<file path="src/rtl/trd_pkg.sv">
// Shared types and constants for the touch report decoder.
// Depends on nothing; every other file imports it.
package trd_pkg;

    localparam int REPORT_LENGTH = 25;
    localparam int POS_W = $clog2(REPORT_LENGTH);

    localparam int USED_BYTES = 24;
    localparam int IDX_W = $clog2(USED_BYTES);

    localparam int PRESSED_AT = 1;
    localparam int MASK_AT = 7;

    localparam int NUM_SLOTS = 5;
    localparam int SLOT_W = 3;
    localparam int SLOT_BASE [NUM_SLOTS] = '{2, 8, 12, 16, 20};

    localparam int COORD_W = 16;

    localparam int QUEUE_DEPTH = 2;
    localparam int PTR_W = $clog2(QUEUE_DEPTH);
    localparam int CNT_W = $clog2(QUEUE_DEPTH + 1);

    typedef enum logic [1:0] {
        KIND_POINT = 2'd0,
        KIND_EMPTY = 2'd1,
        KIND_SYNC  = 2'd2
    } kind_t;

    typedef logic [NUM_SLOTS-1:0][COORD_W-1:0] coord_set_t;

    typedef struct packed {
        logic                 pressed;
        logic [NUM_SLOTS-1:0] mask;
        coord_set_t           x;
        coord_set_t           y;
    } desc_t;

endpackage

</file>
<file path="src/rtl/trd_front.sv">
// Front end: frames incoming bytes into reports and classifies each finished report.
// Depends on trd_pkg; feeds trd_queue.
module trd_front
    import trd_pkg::*;
(
    input  logic       clk,
    input  logic       rst_n,
    input  logic       in_valid,
    output logic       in_stall,
    input  logic [7:0] data_byte,
    input  logic       q_full,
    output logic       push,
    output desc_t      push_data
);

    logic [POS_W-1:0] pos_reg;
    logic [POS_W-1:0] pos_next;
    logic             touch_active_reg;
    logic             touch_active_next;
    logic [7:0]       bytes_reg [USED_BYTES];
    logic [7:0]       view [USED_BYTES];
    logic             accept;
    logic             last_byte;
    logic             pressed;

    assign in_stall  = q_full;
    assign accept    = in_valid && !in_stall;
    assign last_byte = (pos_reg == POS_W'(REPORT_LENGTH - 1));

    always_comb
    begin
        for (int i = 0; i < USED_BYTES; i++)
        begin
            view[i] = (pos_reg == POS_W'(i)) ? data_byte : bytes_reg[i];
        end
    end

    assign pressed = (view[PRESSED_AT] == 8'd1);

    always_comb
    begin
        push_data.pressed = pressed;
        push_data.mask    = view[MASK_AT][NUM_SLOTS-1:0];
        for (int s = 0; s < NUM_SLOTS; s++)
        begin
            if (s == 0)
            begin
                push_data.x[s] = {view[SLOT_BASE[s]], view[SLOT_BASE[s] + 1]};
                push_data.y[s] = {view[SLOT_BASE[s] + 2], view[SLOT_BASE[s] + 3]};
            end
            else
            begin
                push_data.y[s] = {view[SLOT_BASE[s]], view[SLOT_BASE[s] + 1]};
                push_data.x[s] = {view[SLOT_BASE[s] + 2], view[SLOT_BASE[s] + 3]};
            end
        end
    end

    always_comb
    begin
        pos_next          = pos_reg;
        touch_active_next = touch_active_reg;
        push              = 1'b0;
        if (accept)
        begin
            if (last_byte)
            begin
                pos_next          = '0;
                touch_active_next = pressed;
                push              = pressed || touch_active_reg;
            end
            else
            begin
                pos_next = pos_reg + POS_W'(1);
            end
        end
    end

    always_ff @(posedge clk or negedge rst_n)
    begin
        if (!rst_n)
        begin
            pos_reg          <= '0;
            touch_active_reg <= 1'b0;
        end
        else
        begin
            pos_reg          <= pos_next;
            touch_active_reg <= touch_active_next;
        end
    end

    always_ff @(posedge clk)
    begin
        if (accept && (pos_reg < POS_W'(USED_BYTES)))
        begin
            bytes_reg[pos_reg[IDX_W-1:0]] <= data_byte;
        end
    end

endmodule

</file>
<file path="src/rtl/trd_queue.sv">
// Short queue of decoded report descriptors between the front and back ends.
// Depends on trd_pkg.
module trd_queue
    import trd_pkg::*;
(
    input  logic  clk,
    input  logic  rst_n,
    input  logic  push,
    input  desc_t push_data,
    output logic  full,
    input  logic  pop,
    output logic  not_empty,
    output desc_t head
);

    desc_t            entries_reg [QUEUE_DEPTH];
    logic [PTR_W-1:0] wr_ptr_reg;
    logic [PTR_W-1:0] wr_ptr_next;
    logic [PTR_W-1:0] rd_ptr_reg;
    logic [PTR_W-1:0] rd_ptr_next;
    logic [CNT_W-1:0] count_reg;
    logic [CNT_W-1:0] count_next;

    assign full      = (count_reg == CNT_W'(QUEUE_DEPTH));
    assign not_empty = (count_reg != '0);
    assign head      = entries_reg[rd_ptr_reg];

    always_comb
    begin
        wr_ptr_next = wr_ptr_reg;
        rd_ptr_next = rd_ptr_reg;
        count_next  = count_reg;
        if (push)
        begin
            wr_ptr_next = (wr_ptr_reg == PTR_W'(QUEUE_DEPTH - 1)) ? '0
                                                                  : wr_ptr_reg + PTR_W'(1);
        end
        if (pop)
        begin
            rd_ptr_next = (rd_ptr_reg == PTR_W'(QUEUE_DEPTH - 1)) ? '0
                                                                  : rd_ptr_reg + PTR_W'(1);
        end
        if (push && !pop)
        begin
            count_next = count_reg + CNT_W'(1);
        end
        else if (pop && !push)
        begin
            count_next = count_reg - CNT_W'(1);
        end
    end

    always_ff @(posedge clk or negedge rst_n)
    begin
        if (!rst_n)
        begin
            wr_ptr_reg <= '0;
            rd_ptr_reg <= '0;
            count_reg  <= '0;
        end
        else
        begin
            wr_ptr_reg <= wr_ptr_next;
            rd_ptr_reg <= rd_ptr_next;
            count_reg  <= count_next;
        end
    end

    always_ff @(posedge clk)
    begin
        if (push)
        begin
            entries_reg[wr_ptr_reg] <= push_data;
        end
    end

    a_no_push_when_full: assert property (@(posedge clk) disable iff (!rst_n)
        push |-> !full)
        else $error("descriptor pushed into a full queue");

endmodule

</file>
<file path="src/rtl/trd_back.sv">
// Back end: expands one report descriptor into its result beats.
// Depends on trd_pkg; drains trd_queue and drives the output register.
module trd_back
    import trd_pkg::*;
(
    input  logic                clk,
    input  logic                rst_n,
    input  logic                q_valid,
    input  desc_t               q_head,
    output logic                q_pop,
    output logic                out_valid,
    input  logic                out_stall,
    output logic [1:0]          kind,
    output logic [SLOT_W-1:0]   slot,
    output logic [COORD_W-1:0]  x_pos,
    output logic [COORD_W-1:0]  y_pos,
    output logic                last
);

    logic                 busy_reg;
    logic                 busy_next;
    logic                 empty_pend_reg;
    logic                 empty_pend_next;
    logic [NUM_SLOTS-1:0] mask_reg;
    logic [NUM_SLOTS-1:0] mask_next;
    coord_set_t           x_reg;
    coord_set_t           y_reg;

    logic                 out_valid_reg;
    logic                 out_valid_next;
    kind_t                kind_reg;
    logic [SLOT_W-1:0]    slot_reg;
    logic [COORD_W-1:0]   x_pos_reg;
    logic [COORD_W-1:0]   y_pos_reg;
    logic                 last_reg;

    logic                 out_free;
    logic                 emit;
    kind_t                e_kind;
    logic [SLOT_W-1:0]    e_slot;
    logic [COORD_W-1:0]   e_x;
    logic [COORD_W-1:0]   e_y;
    logic                 e_last;
    logic [SLOT_W-1:0]    sel;

    assign out_free = !out_valid_reg || !out_stall;

    always_comb
    begin
        sel = '0;
        for (int i = NUM_SLOTS - 1; i >= 0; i--)
        begin
            if (mask_reg[i])
            begin
                sel = SLOT_W'(i);
            end
        end
    end

    always_comb
    begin
        busy_next       = busy_reg;
        empty_pend_next = empty_pend_reg;
        mask_next       = mask_reg;
        q_pop           = 1'b0;
        emit            = 1'b0;
        e_kind          = KIND_SYNC;
        e_slot          = '0;
        e_x             = '0;
        e_y             = '0;
        e_last          = 1'b0;
        if (!busy_reg)
        begin
            if (q_valid)
            begin
                q_pop           = 1'b1;
                busy_next       = 1'b1;
                empty_pend_next = !q_head.pressed;
                mask_next       = q_head.pressed ? q_head.mask : '0;
            end
        end
        else if (out_free)
        begin
            emit = 1'b1;
            if (empty_pend_reg)
            begin
                e_kind          = KIND_EMPTY;
                empty_pend_next = 1'b0;
            end
            else if (mask_reg != '0)
            begin
                e_kind    = KIND_POINT;
                e_slot    = sel;
                e_x       = x_reg[sel];
                e_y       = y_reg[sel];
                mask_next = mask_reg & ~(NUM_SLOTS'(1) << sel);
            end
            else
            begin
                e_kind    = KIND_SYNC;
                e_last    = 1'b1;
                busy_next = 1'b0;
            end
        end
    end

    always_comb
    begin
        out_valid_next = out_valid_reg;
        if (out_free)
        begin
            out_valid_next = emit;
        end
    end

    always_ff @(posedge clk or negedge rst_n)
    begin
        if (!rst_n)
        begin
            busy_reg       <= 1'b0;
            empty_pend_reg <= 1'b0;
            mask_reg       <= '0;
            out_valid_reg  <= 1'b0;
        end
        else
        begin
            busy_reg       <= busy_next;
            empty_pend_reg <= empty_pend_next;
            mask_reg       <= mask_next;
            out_valid_reg  <= out_valid_next;
        end
    end

    always_ff @(posedge clk)
    begin
        if (q_pop)
        begin
            x_reg <= q_head.x;
            y_reg <= q_head.y;
        end
        if (emit)
        begin
            kind_reg  <= e_kind;
            slot_reg  <= e_slot;
            x_pos_reg <= e_x;
            y_pos_reg <= e_y;
            last_reg  <= e_last;
        end
    end

    assign out_valid = out_valid_reg;
    assign kind      = kind_reg;
    assign slot      = slot_reg;
    assign x_pos     = x_pos_reg;
    assign y_pos     = y_pos_reg;
    assign last      = last_reg;

    a_point_not_last: assert property (@(posedge clk) disable iff (!rst_n)
        (out_valid_reg && (kind_reg == KIND_POINT)) |-> !last_reg)
        else $error("contact point beat marked as last of its report");

    a_pop_starts_work: assert property (@(posedge clk) disable iff (!rst_n)
        q_pop |=> busy_reg)
        else $error("descriptor popped without starting expansion");

endmodule

</file>
<file path="src/rtl/touch_report_decoder.sv">
// A report's last byte pushes a descriptor into the queue; the back end pops it and registers
// its beats. Throughput: one data byte per cycle unless in_stall is high; the back end loads
// each report, then emits one result beat per cycle unless out_stall is high, at most six beats per report.
// Input stalls only while the two-entry descriptor queue is full.
// Reset clears framing position, touch state, queue and output valid; captured bytes
// are not reset.
module touch_report_decoder
    import trd_pkg::*;
(
    input  logic                clk,
    input  logic                rst_n,
    input  logic                in_valid,
    output logic                in_stall,
    input  logic [7:0]          data_byte,
    output logic                out_valid,
    input  logic                out_stall,
    output logic [1:0]          kind,
    output logic [SLOT_W-1:0]   slot,
    output logic [COORD_W-1:0]  x_pos,
    output logic [COORD_W-1:0]  y_pos,
    output logic                last
);

    logic  push;
    desc_t push_data;
    logic  q_full;
    logic  q_pop;
    logic  q_valid;
    desc_t q_head;

    trd_front u_front (
        .clk       (clk),
        .rst_n     (rst_n),
        .in_valid  (in_valid),
        .in_stall  (in_stall),
        .data_byte (data_byte),
        .q_full    (q_full),
        .push      (push),
        .push_data (push_data)
    );

    trd_queue u_queue (
        .clk       (clk),
        .rst_n     (rst_n),
        .push      (push),
        .push_data (push_data),
        .full      (q_full),
        .pop       (q_pop),
        .not_empty (q_valid),
        .head      (q_head)
    );

    trd_back u_back (
        .clk       (clk),
        .rst_n     (rst_n),
        .q_valid   (q_valid),
        .q_head    (q_head),
        .q_pop     (q_pop),
        .out_valid (out_valid),
        .out_stall (out_stall),
        .kind      (kind),
        .slot      (slot),
        .x_pos     (x_pos),
        .y_pos     (y_pos),
        .last      (last)
    );

endmodule
</file>
<file path="config.mk">
export PLATFORM = sky130hd
export DESIGN_NAME = touch_report_decoder
export DESIGN_NICKNAME = d
export VERILOG_FILES = /design/src/rtl/trd_pkg.sv /design/src/rtl/trd_front.sv /design/src/rtl/trd_queue.sv /design/src/rtl/trd_back.sv /design/src/rtl/touch_report_decoder.sv
export SDC_FILE = /design/constraint.sdc
export NUM_CORES = 1
export LEC_CHECK = 0
export BUFFER_PORTS_ARGS = -buffer_cell sky130_fd_sc_hd__buf_2
export CORE_MARGIN = 5
export CORE_UTILIZATION = 40
export CTS_CLUSTER_DIAMETER = 100
export DETAILED_ROUTE_END_ITERATION = 12
export PLACE_DENSITY = 0.65
export SLEW_MARGIN = 20
export SYNTH_ARGS = -nofsm -noshare
export SYNTH_HDL_FRONTEND = slang
export SYNTH_SLANG_ARGS = --single-unit
export TNS_END_PERCENT = 30
</file>
<file path="constraint.sdc">
create_clock -name clk -period 8.55 [get_ports clk]
set_clock_uncertainty 0.2 [all_clocks]
set_input_delay 1.71 -clock clk [delete_from_list [all_inputs] [get_ports clk]]
set_output_delay 1.71 -clock clk [all_outputs]
set_load 0.1 [all_outputs]
</file>
**Word level (Yosys, flattened, before mapping)**

Memory sizes are Yosys's and may differ from the RTL's.
Cells that the tools add are included.

- Flip-flop bits (word level): 216
- Bits in writable memories: 524
- Input port bits: 12
- Memories: 2

- Add/sub/neg operators: 5
- Order comparisons: 2
- Equal/unequal tests: 28
- Shifts and indexed selects: 1
- Muxes and demuxes: 62
- Bitwise operators: 5
- Reduce and logical (&&, ||, !) cells: 22

Memory list:

| name | depth | width | rd ports | clocked after memory_dff | wr ports | line | RTL |
|---|---|---|---|---|---|---|---|
| u_queue.entries_reg | 2 | 166 | 1 | 0 | 1 | trd_queue.sv:16 | `desc_t entries_reg [QUEUE_DEPTH];` |
| u_front.bytes_reg | 24 | 8 | 22 | 0 | 1 | trd_front.sv:20 | `logic [7:0] bytes_reg [USED_BYTES];` |

Operator list:

| cell | count |
|---|---|
| $mux W8 | 21 |
| $bmux W16 S3 | 2 |
| $eq A5 B5 Y1 const B | 9 |
| $eq A5 B4 Y1 const B | 8 |
| $mux W5 | 8 |
| $mux W16 | 2 |
| $mux W1 | 20 |
| $eq A5 B3 Y1 const B | 3 |
| $mux W3 | 5 |
| $eq A5 B2 Y1 const B | 2 |
| $eq A8 B1 Y1 const B | 1 |
| $mux W2 | 4 |
| $logic_not A1 Y1 | 6 |
| $ne A2 B2 Y1 const B | 3 |
| $reduce_and A2 Y1 | 3 |
| $reduce_bool A2 Y1 | 3 |
| $add A5 B1 Y5 const B | 1 |
| $and A5 B5 Y5 | 1 |
| $eq A5 B1 Y1 const B | 1 |
| $lt A5 B5 Y1 const B | 1 |
| $not A5 Y5 | 1 |
| $reduce_bool A5 Y1 | 1 |
| $shl A1 B3 Y5 const A | 1 |
| $logic_and A1 B1 Y1 | 4 |
| other kinds (10) | 14 |

**Logic depth before layout (Yosys ltp)**

Gate-level depths: netlist of run 1.

- Depth in word-level cells: 12
- Gate-level depth with buffers: 10

**Modules after synthesis**

Synthesis of run 1 repeated with hierarchy kept, for this count alone.

- Cell total of the unflattened synthesis: 1544
- Area total of the unflattened synthesis: 29125.4 um^2

By module, submodules not included:

| module | instances | cells an instance | area an instance (um^2) | seq. area each (um^2) |
|---|---|---|---|---|
| trd_queue | 1 | 533 | 12710.9 | 10069.7 |
| trd_back | 1 | 544 | 8440.6 | 6145.9 |
| trd_front | 1 | 467 | 7973.9 | 5345.1 |

**Least setup slack after synthesis of run 1**

OpenSTA, ideal clock, no wires.

- Path type: input -> register
- Start point: input data_byte[2]
- End point: memory u_queue.entries_reg[0][0] in the netlist's numbering (enable)
- Library setup time: 546 ps
- Arrival time: 6670 ps
- Data required time: 7804 ps
- Setup slack: 1134 ps
- Stages: 4
- Path buffers: 0
- Cells stage by stage: or4b_1 > or3_4 > a31oi_4 > and2_1

- Word-level cells in the longest chain between the ends: 7

RTL lines:

| item | line | RTL |
|---|---|---|
| start: declaration | touch_report_decoder.sv:14 | `input logic [7:0] data_byte,` |
| $mux W8 | trd_front.sv:34 | `view[i] = (pos_reg == POS_W'(i)) ? data_byte : bytes_reg[i];` |
| $eq A8 B1 Y1 | trd_front.sv:38 | `assign pressed = (view[PRESSED_AT] == 8'd1);` |
| $logic_or A1 B1 Y1 | trd_front.sv:70 | `push = pressed \|\| touch_active_reg;` |
| $mux W1 | trd_front.sv:66 | `if (last_byte)` |
| $mux W1 | trd_front.sv:64 | `if (accept)` |
| via push | touch_report_decoder.sv:24 | `logic push;` |
| $mux W1 | trd_queue.sv:71 | `if (push)` |
| $mux W1 (not written as such) | trd_queue.sv:73 | `entries_reg[wr_ptr_reg] <= push_data;` |
| end: declaration | trd_queue.sv:16 |  |

The timed path passes the listed nets, and every way through them passes these cells.

**Final worst setup path of run 1**

- Start point: input data_byte[0]
- End point: memory u_queue.entries_reg[0][66] in the netlist's numbering (enable)

The elaborated chain is that of the path after synthesis.

==> results.md, run 1 <==
* Cell internal power dissipation at between 6000 and 7000 uW
* Startpoint type of the worst setup path: input pin
* Max FFs per register at between 300 and 400
* Maximum number of pins on one net before global-route repair at 107
* Sum of net half-perimeters after detailed placement at 34900 um
* Data arrival, critical path at a little under 5 ns
* Via total after detailed routing at 13704
* Setup slack of the most critical reg-to-reg path at 4.58 ns
* Switch share at 0.341
* Maxcap violations at 0
* PostCTS Resize Cnt at 0
* Sequential area share after synthesis at 0.770
* Final core utilization at 0.454
* Setup TNS Final at 0 ns
* H-tree lvl count at 3
* Num Clock Sinks at between 700 and 800
* Sum of overflow across all layers after global routing at 0
* Crit path capture type: flip-flop
* Register cell area after layout at roughly 22000 sq um
* Final Non-Filler Cells at 2576
* CTS clk-pin slew, worst paths at 0.06 ns
* CTS tree: built
* Worst hold path stage count at 1
* CORE AREA at 69700 sq um
* Number of buffers on the longest clock path at 3
* DR DRC count at 0
* Starting density of the core at 0.402
* Routability congestion estimate at slightly below 0.8
* Post-DRT Antenna Nets at 0
* Part of the power in registers at 0.445
* Total instance count after detailed placement at 2444
* Worst setup path class: in -> reg
* Switching power summed over all nets at roughly 3600 uW
* Logic gate share of total power at 0.273
* Post-CTS Setup Inserts at 0
* Routed via count divided by cell count at around 5.3
* Detailed-routing iteration count for the pre-antenna-repair pass at 5
* Initial antenna violation count at 1
* Achievable Freq at 0.208 GHz
* Number of max-slew violations in the final report at 0
* Later-pin clock latency in the skew report at about 0.60 ns
* Die height at around 270 um
* Number of flops mapped to enable cells by yosys at between 700 and 800
* Leak pwr at between 0.01 and 0.015 uW
* Number of primary I/O pins at 52
* Number of register bits inferred by synthesis at approximately 700
* Clock period minus final worst setup slack at 4.81 ns
* Yosys warns at 0
* RSZ-0062 raised after global routing: false
* Leading cell types in the layout, fill and taps excluded: 703 x sky130_fd_sc_hd__edfxtp_1, 327 x sky130_fd_sc_hd__mux2_2, 76 x sky130_fd_sc_hd__clkbuf_16
* Maximum vdd ir drop at approximately 0.00021 V
* Synth Instances at about 1500
* Count of hold buffers inserted by post-cts repair at 0
* Average wire length per cell after detail routing at between 20 and 25 um
* Run status: finished clean
* Layout Area Growth over Synthesis at 13.0%
* Max_slew headroom at 0.293
* Launch point of the worst reg-to-reg path: u_front.pos_reg[1]$_DFFE_PN0P_
* Most common cell after layout, fill and taps aside: sky130_fd_sc_hd__edfxtp_1
* Synth Flop Type: sky130_fd_sc_hd__edfxtp_1
* Number of CTS-inserted buffers at 73
* Via count of the first global-routing pass at between 10000 and 15000
* Count of input and output buffers at 51
* Capture instance of the worst register-to-register path: u_queue.entries_reg[0][66]$_DFFE_PP_
* Data required time of the worst path at about 8.6 ns
* Share of synthesized registers carrying an async set or reset at 0.0250
* Startpoint of the lowest-slack hold path: u_queue.count_reg[1]$_DFFE_PN0P_
* Wire length of the first global-routing pass at slightly above 90000 um
* Power per unit of standard cell area at between 300 and 400 nW/um^2
* Area of combinational cells with multiple inputs at 6100 sq um
* Clock tree root buffer cell: sky130_fd_sc_hd__clkbuf_16
* Fraction of layout cells with a size suffix above 1 at 0.323
* Fraction of power consumed by the clock network at 0.282
* First DRT Iteration DRCs at 1309
* Final cycle utilization of the critical path at 0.563
* Standard-cell row count at a little under 100
* Post-Synthesis Cell Area at ~28000 sq um
* Setup violators final at 0
* Type of the worst min-delay path: reg -> reg
* Synthesized netlist net count at roughly 1500
* Number of distinct library cell variants in the gate-level netlist after synthesis at 57
* Worst hold endpoint: u_queue.count_reg[1]$_DFFE_PN0P_
* Final Hold Fails at 0
* Post-detailed-routing wire length at 61600 um
* Fin nets at between 1500 and 2000
* R2r worst-path depth at 7
* Largest fanout on the critical path at about 110
* Die boundary width at ~270 um
* Slew at the pin with the worst max-slew slack at approximately 1.1 ns
* GRT Resource Usage Total at 0.161
* Average instance area after synthesis at 18.5 sq um
* Fill cells at 5871
* Floorplan die area at 75400 sq um
-- final cells by class --
type | instances | share of cell area
Sequential cell | 721 | 0.682
Tap cell | 940 | 0.0372
Clock buffer | 96 | 0.0625
Inverter | 12 | 0.00158
Timing Repair Buffer | 80 | 0.0157
Multi-Input combinational cell | 691 | 0.193
Antenna cell | 1 | 0.0000791
Clock inverter | 35 | 0.00799
-- worst max-delay path by stage --
stage | to | startpoint | slack, ns | depth (start not counted)
5_1_grt | u_queue.entries_reg[0][66]$_DFFE_PP_ | data_byte[5] | 3.60 | 6
2_1_floorplan | u_queue.entries_reg[0][0]$_DFFE_PP_ | data_byte[2] | 1.13 | 4
6_report | u_queue.entries_reg[0][66]$_DFFE_PP_ | data_byte[0] | 3.74 | 7
4_1_cts | u_queue.entries_reg[1][17]$_DFFE_PP_ | data_byte[0] | 3.71 | 7
3_3_place_gp | u_queue.entries_reg[1][1]$_DFFE_PP_ | data_byte[0] | 3.14 | 7
3_5_place_dp | u_queue.entries_reg[1][17]$_DFFE_PP_ | data_byte[5] | 3.10 | 6
-- power groups by stage --
stage	logic, uW	clock network [uW]	registers (uW)
6_report	2900	2990	4720
5_1_grt	3060	3210	4760
4_1_cts	2920	3050	4720
3_5_place_dp	2910	0	4800
3_3_place_gp	2860	0	4780
2_1_floorplan	1500	0	5310
-- cells in the mapped netlist (4+ instances only) --
cell type	number	share of area
sky130_fd_sc_hd__and2_1	7	0.0016
sky130_fd_sc_hd__nand3_1	11	0.0020
sky130_fd_sc_hd__nor2b_1	4	0.00089
sky130_fd_sc_hd__o211a_1	29	0.010
sky130_fd_sc_hd__o21ai_0	63	0.011
sky130_fd_sc_hd__nor2_1	23	0.0031
sky130_fd_sc_hd__nand2_1	47	0.0063
sky130_fd_sc_hd__inv_1	12	0.0016
sky130_fd_sc_hd__dfrtp_1	18	0.016
sky130_fd_sc_hd__nor3_1	11	0.0020
sky130_fd_sc_hd__buf_2	16	0.0029
sky130_fd_sc_hd__nand2b_1	34	0.0076
sky130_fd_sc_hd__mux2i_1	5	0.0018
sky130_fd_sc_hd__mux2_2	327	0.13
sky130_fd_sc_hd__clkbuf_1	63	0.0084
sky130_fd_sc_hd__ha_1	6	0.0027
sky130_fd_sc_hd__nor4_1	5	0.0011
sky130_fd_sc_hd__nor3_2	4	0.0014
sky130_fd_sc_hd__edfxtp_1	703	0.75
sky130_fd_sc_hd__a222oi_1	29	0.010
sky130_fd_sc_hd__o21ai_1	5	0.00089
sky130_fd_sc_hd__buf_1	8	0.0011
sky130_fd_sc_hd__a21o_1	4	0.0011
sky130_fd_sc_hd__a21oi_1	32	0.0057
-- kinds of logic (layout without fill, tap and decap cells) --
group	Yosys count	in the layout	synth area share
flops	721	721	0.770
mux	332	332	0.133
compound gates	182	182	0.0459
simple gates	166	166	0.0318
buf+inv	100	223	0.0144
fa+ha+maj	6	6	0.00268
xor+xnor	5	5	0.00156
other cells	0	1	0
-- routing by layer --
layer,track usage,wire length (um)
met1,0.232,27500
met2,0.252,28600
met3,0.0341,4060
met4,0.0422,1440
met5,0,0
-- critical path, stage by stage --
cell,delay [ns]
sky130_fd_sc_hd__buf_2,0.07
sky130_fd_sc_hd__buf_4,0.42
sky130_fd_sc_hd__or4b_1,0.48
sky130_fd_sc_hd__or3_4,0.41
sky130_fd_sc_hd__a31oi_4,0.23
sky130_fd_sc_hd__and2_4,0.76
sky130_fd_sc_hd__buf_12,0.54
-- metrics by stage --
stage	setup WS (ns)	hold slack (ns)	cell area [sq um]	total power (uW)
2_1_floorplan	1.13	0.279	28000	6810
3_3_place_gp	3.14	0.289	29400	7640
3_5_place_dp	3.10	0.313	29400	7700
4_1_cts	3.71	0.325	31600	10700
5_1_grt	3.60	0.351	31600	11000
6_report	3.74	0.334	31600	10600
Power figures use the tool's default switching activity.
==> run 2: changes to the inputs <==
- clock period: 8.55 -> 4.6 ns (I/O delays scaled with it)
==> run 2 against run 1 <==
  * Register-to-register slack lost 3.4 ns
  * First-iteration DRC count shrank 8.6%
  * Count of clock-buffer cells in the layout shrank 11
  * Final area grew 1.1%
  * Sequential cell count is the same
  * Sequential share of layout area shrank 0.73 points
  * Utilization grew 0.49 points
  * Non-clock buffer count grew 14
  * Critical endpoint is now u_queue.entries_reg[1][110]$_DFFE_PP_
  * Largest power group unchanged
  * Highest routed layer is now met5
==> results.md, run 2 (same netlist as run 1, synthesis figures left out) <==
* Launch point of the worst reg-to-reg path: u_front.pos_reg[1]$_DFFE_PN0P_
* Leak pwr at 0.0105 uW (+1.6%)
* Number of CTS-inserted buffers at 69 (-5.5%)
* RSZ-0062 raised after global routing: false
* Final core utilization at 0.459 (+0.00494)
* H-tree lvl count at 3 (unchanged)
* Fraction of layout cells with a size suffix above 1 at 0.332 (+0.00857)
* Leading cell types in the layout, fill and taps excluded: 703 x sky130_fd_sc_hd__edfxtp_1, 327 x sky130_fd_sc_hd__mux2_2, 73 x sky130_fd_sc_hd__clkbuf_16
* Die boundary width at 275 um (unchanged)
* Count of input and output buffers at 51 (unchanged)
* Final cycle utilization of the critical path at 0.743
* Routability congestion estimate at 0.783 (+1.5%)
* Last element of the critical path: u_queue.entries_reg[1][110]$_DFFE_PP_
* Power per unit of standard cell area at 628 nW/um^2 (+87%)
* Most common cell after layout, fill and taps aside: sky130_fd_sc_hd__edfxtp_1
* Initial antenna violation count at 2 (+1)
* Routed via count divided by cell count at 5.26 (-1.1%)
* Type of the worst min-delay path: in -> async
* First DRT Iteration DRCs at 1196 (-8.6%)
* Floorplan die area at 75400 sq um (unchanged)
* Post-detailed-routing wire length at 58300 um (-5.3%)
* Via total after detailed routing at 13581 (-0.90%)
* Sum of overflow across all layers after global routing at 0 (unchanged)
* Wire length of the first global-routing pass at 87200 um (-3.8%)
* Data required time of the worst path at 4.67 ns (-3.89 ns)
* Setup violators final at 0 (unchanged)
* Starting density of the core at 0.402 (unchanged)
* Run status: finished clean
* Setup slack of the most critical reg-to-reg path at 1.18 ns (-3.40 ns)
* Area of combinational cells with multiple inputs at 6080 sq um (-0.25%)
* Die height at 275 um (unchanged)
* Placed instance area at 29500 sq um (+0.49%)
* Capture instance of the worst register-to-register path: u_queue.entries_reg[1][110]$_DFFE_PP_
* Layout Area Growth over Synthesis at 14.2%
* Count of hold buffers inserted by post-cts repair at 0 (unchanged)
* Data arrival, critical path at 3.49 ns (-1.34 ns)
* DR DRC count at 0 (unchanged)
* Maximum number of pins on one net before global-route repair at 86 (-20%)
* Post-CTS Setup Inserts at 0 (unchanged)
* PostCTS Resize Cnt at 0 (unchanged)
* Fin nets at 1607 (+0.63%)
* Clock tree root buffer cell: sky130_fd_sc_hd__clkbuf_16
* Fill cells at 5839 (-0.55%)
* Achievable Freq at around 0.29 GHz
* Post-DRT Antenna Nets at 0 (unchanged)
* R2r worst-path depth at 7 (unchanged)
* Number of primary I/O pins at 52 (unchanged)
* Setup TNS Final at 0 ns (unchanged)
* Number of max-slew violations in the final report at 0 (unchanged)
* Detailed-routing iteration count for the pre-antenna-repair pass at 7 (+2)
* CTS clk-pin slew, worst paths at 0.07 ns (about the same)
* Final Instance Area at 32000 sq um (+1.1%)
* CTS tree: built
* Later-pin clock latency in the skew report at 0.60 ns (about the same)
* Slew at the pin with the worst max-slew slack at 1.06 ns (+0.00265 ns)
* Max_slew headroom at 0.290 (-0.00336)
* Max FFs per register at 332 (unchanged)
* Num Clock Sinks at 721 (unchanged)
* Standard-cell row count at 97 (unchanged)
* Startpoint type of the worst setup path: flip-flop
* Maxcap violations at 0 (unchanged)
* Via count of the first global-routing pass at 13782 (-0.022%)
* Final Hold Fails at 0 (unchanged)
* Worst setup path class: reg -> reg
* GRT Resource Usage Total at 0.153 (-0.00805)
* Maximum vdd ir drop at 0.000396 V (+87%)
* Sum of net half-perimeters after detailed placement at 33600 um (-3.8%)
* Largest fanout on the critical path at 32 (-70%)
* CORE AREA at 69700 sq um (unchanged)
* Clock period minus final worst setup slack at between 3 and 4 ns
* Number of buffers on the longest clock path at 3 (unchanged)
* Average wire length per cell after detail routing at 22.6 um (-5.6%)
* Start point of the critical path: u_front.pos_reg[1]$_DFFE_PN0P_
* Crit path capture type: flip-flop
* Register cell area after layout at 21600 sq um (unchanged)
## run 2: cell count changes in the layout (fill, tap and decap cells not counted), moves of 3 or more
cell                        delta
sky130_fd_sc_hd__bufinv_16    +12
sky130_fd_sc_hd__clkbuf_16     -3
sky130_fd_sc_hd__clkbuf_1      -8
sky130_fd_sc_hd__nor3_1        +3
sky130_fd_sc_hd__clkinv_1      -6
sky130_fd_sc_hd__buf_4         +9
sky130_fd_sc_hd__nor3_2        -3
sky130_fd_sc_hd__buf_12        +4
## run 2: how the worst min path moves through the flow
stage	start	end	slack [ns]	depth (start not counted)
floorplan	u_front.touch_active_reg$_DFFE_PN0P_	u_front.touch_active_reg$_DFFE_PN0P_	0.28	1
global placement	u_front.touch_active_reg$_DFFE_PN0P_	u_front.touch_active_reg$_DFFE_PN0P_	0.29	1
detailed placement	u_queue.count_reg[1]$_DFFE_PN0P_	u_queue.count_reg[1]$_DFFE_PN0P_	0.31	1
CTS	rst_n	u_back.mask_reg[3]$_DFFE_PN0P_	0.06	1
global route	rst_n	u_back.mask_reg[3]$_DFFE_PN0P_	0.09	1
finish	rst_n	u_back.mask_reg[3]$_DFFE_PN0P_	0.1	1
## run 2: final cells by class
type | count | share of cell area
Antenna cell | 1 | 0.0000783
Clock buffer | 85 | 0.0586
Clock inverter | 38 | 0.0175
Inverter | 12 | 0.00153
Multi-Input combinational cell | 691 | 0.190
Sequential cell | 721 | 0.675
Tap cell | 940 | 0.0368
Timing Repair Buffer | 94 | 0.0206
## run 2: per-stage QoR
stage	hold slack, ns	setup slack, ns	power, uW	instances
finish	0.0952	1.18	20100	2582
global route	0.0928	1.05	20800	2581
CTS	0.0589	1.17	20200	2581
detailed placement	0.313	0.711	14200	2458
global placement	0.287	0.732	14100	2458
floorplan	0.279	-0.163	12600	1512
## run 2: critical path, stage by stage, from the launching register on
cell and delay [ns]:
sky130_fd_sc_hd__dfrtp_1 0.42, sky130_fd_sc_hd__inv_1 0.11, sky130_fd_sc_hd__ha_1 0.28, sky130_fd_sc_hd__or4b_4 0.54, sky130_fd_sc_hd__or3_4 0.36, sky130_fd_sc_hd__a31oi_4 0.22
sky130_fd_sc_hd__and2_4 0.55, sky130_fd_sc_hd__buf_4 0.38
## run 2: where the power goes
part	switching, uW	internal (uW)	total [uW]
clock network	2330	3730	6070
logic	3670	1550	5220
registers	521	8270	8790
total	6520	13600	20100
## run 2: metal layers
layer | vias up | GRT usage | wire, um
li1 | 6107 | - | -
met1 | 7012 | 0.208 | 25700
met2 | 372 | 0.253 | 28300
met3 | 88 | 0.0254 | 2940
met4 | 2 | 0.0495 | 1380
met5 | - | 0 | 7
==> run 3: changes to the inputs <==
- clock period: 4.6 -> 3.28 ns (I/O delays scaled with it)
==> run 3 against run 2 <==
  * Count of clock-buffer cells in the layout decreased by 1
  * Sequential cell count unchanged
  * Global-route usage about the same
  * Critical path type unchanged
  * Largest power group unchanged
==> results.md, run 3 (same netlist as run 1, synthesis figures left out) <==
* Via total after detailed routing at 13583 (+0.015%)
* Final Instance Area at 32200 sq um (+0.59%)
* Die boundary width at 275 um (unchanged)
* Clock period minus final worst setup slack at 2.97 ns (-0.446 ns)
* Placed instance area at 30100 sq um (+1.9%)
* Run status: finished clean
* Number of max-slew violations in the final report at 0 (unchanged)
* Largest fanout on the critical path at 24 (-25%)
* Routed via count divided by cell count at 5.18 (-1.5%)
* Max_slew headroom at 0.433 (+0.143)
* Maxcap violations at 0 (unchanged)
* Post-DRT Antenna Nets at 0 (unchanged)
* Data arrival, critical path at 3.05 ns (-0.44 ns)
* Crit path cell chain: inv_1, ha_2, or4b_4, or3_4, a31oi_4, and2_4, buf_12, buf_12
* Achievable Freq at 0.336 GHz (+15%)
* Sum of net half-perimeters after detailed placement at 35000 um (+4.2%)
* Final Hold Fails at 0 (unchanged)
* Final cycle utilization of the critical path at 0.906 (+0.163)
* Wire length of the first global-routing pass at 87100 um (-0.17%)
* Count of input and output buffers at 51 (unchanged)
* Routability congestion estimate at 0.773 (-1.3%)
* Worst setup path class: reg -> reg
* GRT Resource Usage Total at 0.153 (-0.000308)
* Setup violators final at 0 (unchanged)
* Number of primary I/O pins at 52 (unchanged)
* Area of combinational cells with multiple inputs at 6090 sq um (+0.16%)
* Setup TNS Final at 0 ns (unchanged)
* CTS tree: built
* Buffers & Inverters on Critical Path at 3 (+1)
* Leading cell types in the layout, fill and taps excluded: 703 x sky130_fd_sc_hd__edfxtp_1, 327 x sky130_fd_sc_hd__mux2_2, 68 x sky130_fd_sc_hd__clkbuf_16
* Detailed-routing iteration count for the pre-antenna-repair pass at 8 (+1)
* First DRT Iteration DRCs at 1256 (+5.0%)
* Number of CTS-inserted buffers at 67 (-2.9%)
* Cell occurring most often along the worst timing path: sky130_fd_sc_hd__buf_12
* Power per unit of standard cell area at 844 nW/um^2 (+34%)
* Leak pwr at 0.0106 uW (+0.86%)
* Starting density of the core at 0.402 (unchanged)
* Sum of overflow across all layers after global routing at 0 (unchanged)
* Cell family with the largest share of critical-path delay: simple AND/OR/NAND/NOR gates
* Slew at the pin with the worst max-slew slack at 0.847 ns (-0.210 ns)
* CORE AREA at 69700 sq um (unchanged)
* Maximum vdd ir drop at 0.000570 V (+44%)
* RSZ-0062 raised after global routing: false
* Die height at 275 um (unchanged)
* Delay of the slowest critical-path stage at 0.51 ns (-0.04 ns)
* Number of buffers on the longest clock path at 3 (unchanged)
* Max FFs per register at 332 (unchanged)
* Layout Area Growth over Synthesis at 14.9%
* Clock tree root buffer cell: sky130_fd_sc_hd__clkbuf_16
* Initial antenna violation count at 2 (unchanged)
* Fraction of layout cells with a size suffix above 1 at 0.344 (+0.0123)
* Maximum number of pins on one net before global-route repair at 66 (-23%)
* Type of the worst min-delay path: in -> reg
* Later-pin clock latency in the skew report at 0.60 ns (about the same)
* Average wire length per cell after detail routing at 21.9 um (-3.2%)
* DR DRC count at 0 (unchanged)
* Most common cell after layout, fill and taps aside: sky130_fd_sc_hd__edfxtp_1
* Fin nets at 1647 (+2.5%)
* Fill cells at 5835 (-0.069%)
* Register cell area after layout at 21600 sq um (unchanged)
* Post-detailed-routing wire length at 57400 um (-1.7%)
* Num Clock Sinks at 721 (unchanged)
* Via count of the first global-routing pass at 14094 (+2.3%)
* Data required time of the worst path at 3.36 ns (-1.31 ns)
* Slowest library cell on the worst path: sky130_fd_sc_hd__or4b_4
* Floorplan die area at 75400 sq um (unchanged)
* Startpoint type of the worst setup path: flip-flop
* Standard-cell row count at 97 (unchanged)
* Crit path capture type: flip-flop
* H-tree lvl count at 3 (unchanged)
* PostCTS Resize Cnt at 0 (unchanged)
* CTS clk-pin slew, worst paths at 0.06 ns (about the same)
* Final core utilization at 0.462 (+0.00269)
[run 3: cell count changes in the layout (fill, tap and decap cells not counted), sizes merged, moves of 5 or more]
cell / previous run / this run
clkinv: 20 / 25
buf: 94 / 135
inv: 11 / 16
bufinv: 15 / 3
[run 3: layer usage]
layer  GRT usage  wire, um  vias up
met5           0        12        -
met4      0.0569      1650        2
met3      0.0263      3210       90
met2       0.250     27500      369
met1       0.206     25000     6917
li1            -         -     6205
[run 3: metrics by stage]
step,setup slack (ns),hold WS [ns],cells,total power [uW]
final,0.307,0.190,2623,27100
after detailed placement,0.0711,0.296,2499,20100
after global routing,0.216,0.176,2621,28300
after CTS,0.288,0.161,2621,27400
after global placement,0.0998,0.290,2499,20000
after floorplan,-0.578,0.160,1512,17700
[run 3: power breakdown]
group,switching (uW),total (uW),leakage (uW),internal (uW)
sequential,555,12100,0.00659,11600
clock,3200,7290,0.000996,4090
combinational,5320,7700,0.00298,2390
total,9070,27100,0.0106,18100
[run 3: worst reg2reg max path: cells and delay by family, from the launching register on]
| family | cells | cell delay [ns] |
|---|---|---|
| adders and majority gates | 1 | 0.23 |
| AOI/OAI and AO/OA | 1 | 0.17 |
| and+or+nand+nor | 3 | 1.15 |
| DFF | 1 | 0.42 |
| buffers and inverters | 3 | 0.48 |
[run 3: cell type report]
cell class | instances | share of cell area
antenna | 2 | 0.000156
multi-input combinational | 691 | 0.189
sequential | 721 | 0.671
inverter | 12 | 0.00152
clock inverter | 37 | 0.00880
tap | 940 | 0.0366
clock buffer | 84 | 0.0551
timing repair buffer | 136 | 0.0376
[run 3: worst paths after layout]
kind	start	to	slack, ns	cells past startpoint
min	out_stall	u_back.out_valid$_DFFE_PN0N_	0.19	2
min in group asynchronous	rst_n	u_front.pos_reg[0]$_DFFE_PN0P_	0.38	2
max reg2reg	u_front.pos_reg[1]$_DFFE_PN0P_	u_queue.entries_reg[0][20]$_DFFE_PP_	0.31	8
max in group asynchronous	rst_n	u_queue.rd_ptr_reg$_DFFE_PN0P_	2.09	2
min reg2reg	u_front.touch_active_reg$_DFFE_PN0P_	u_front.touch_active_reg$_DFFE_PN0P_	0.31	1
max	u_front.pos_reg[1]$_DFFE_PN0P_	u_queue.entries_reg[0][20]$_DFFE_PP_	0.31	8
[run 3: repair_timing]
item / CTS / global route
hold endpoints to repair: 18 / 0
hold buffers: 1 / 0
setup buffers: 0 / 0
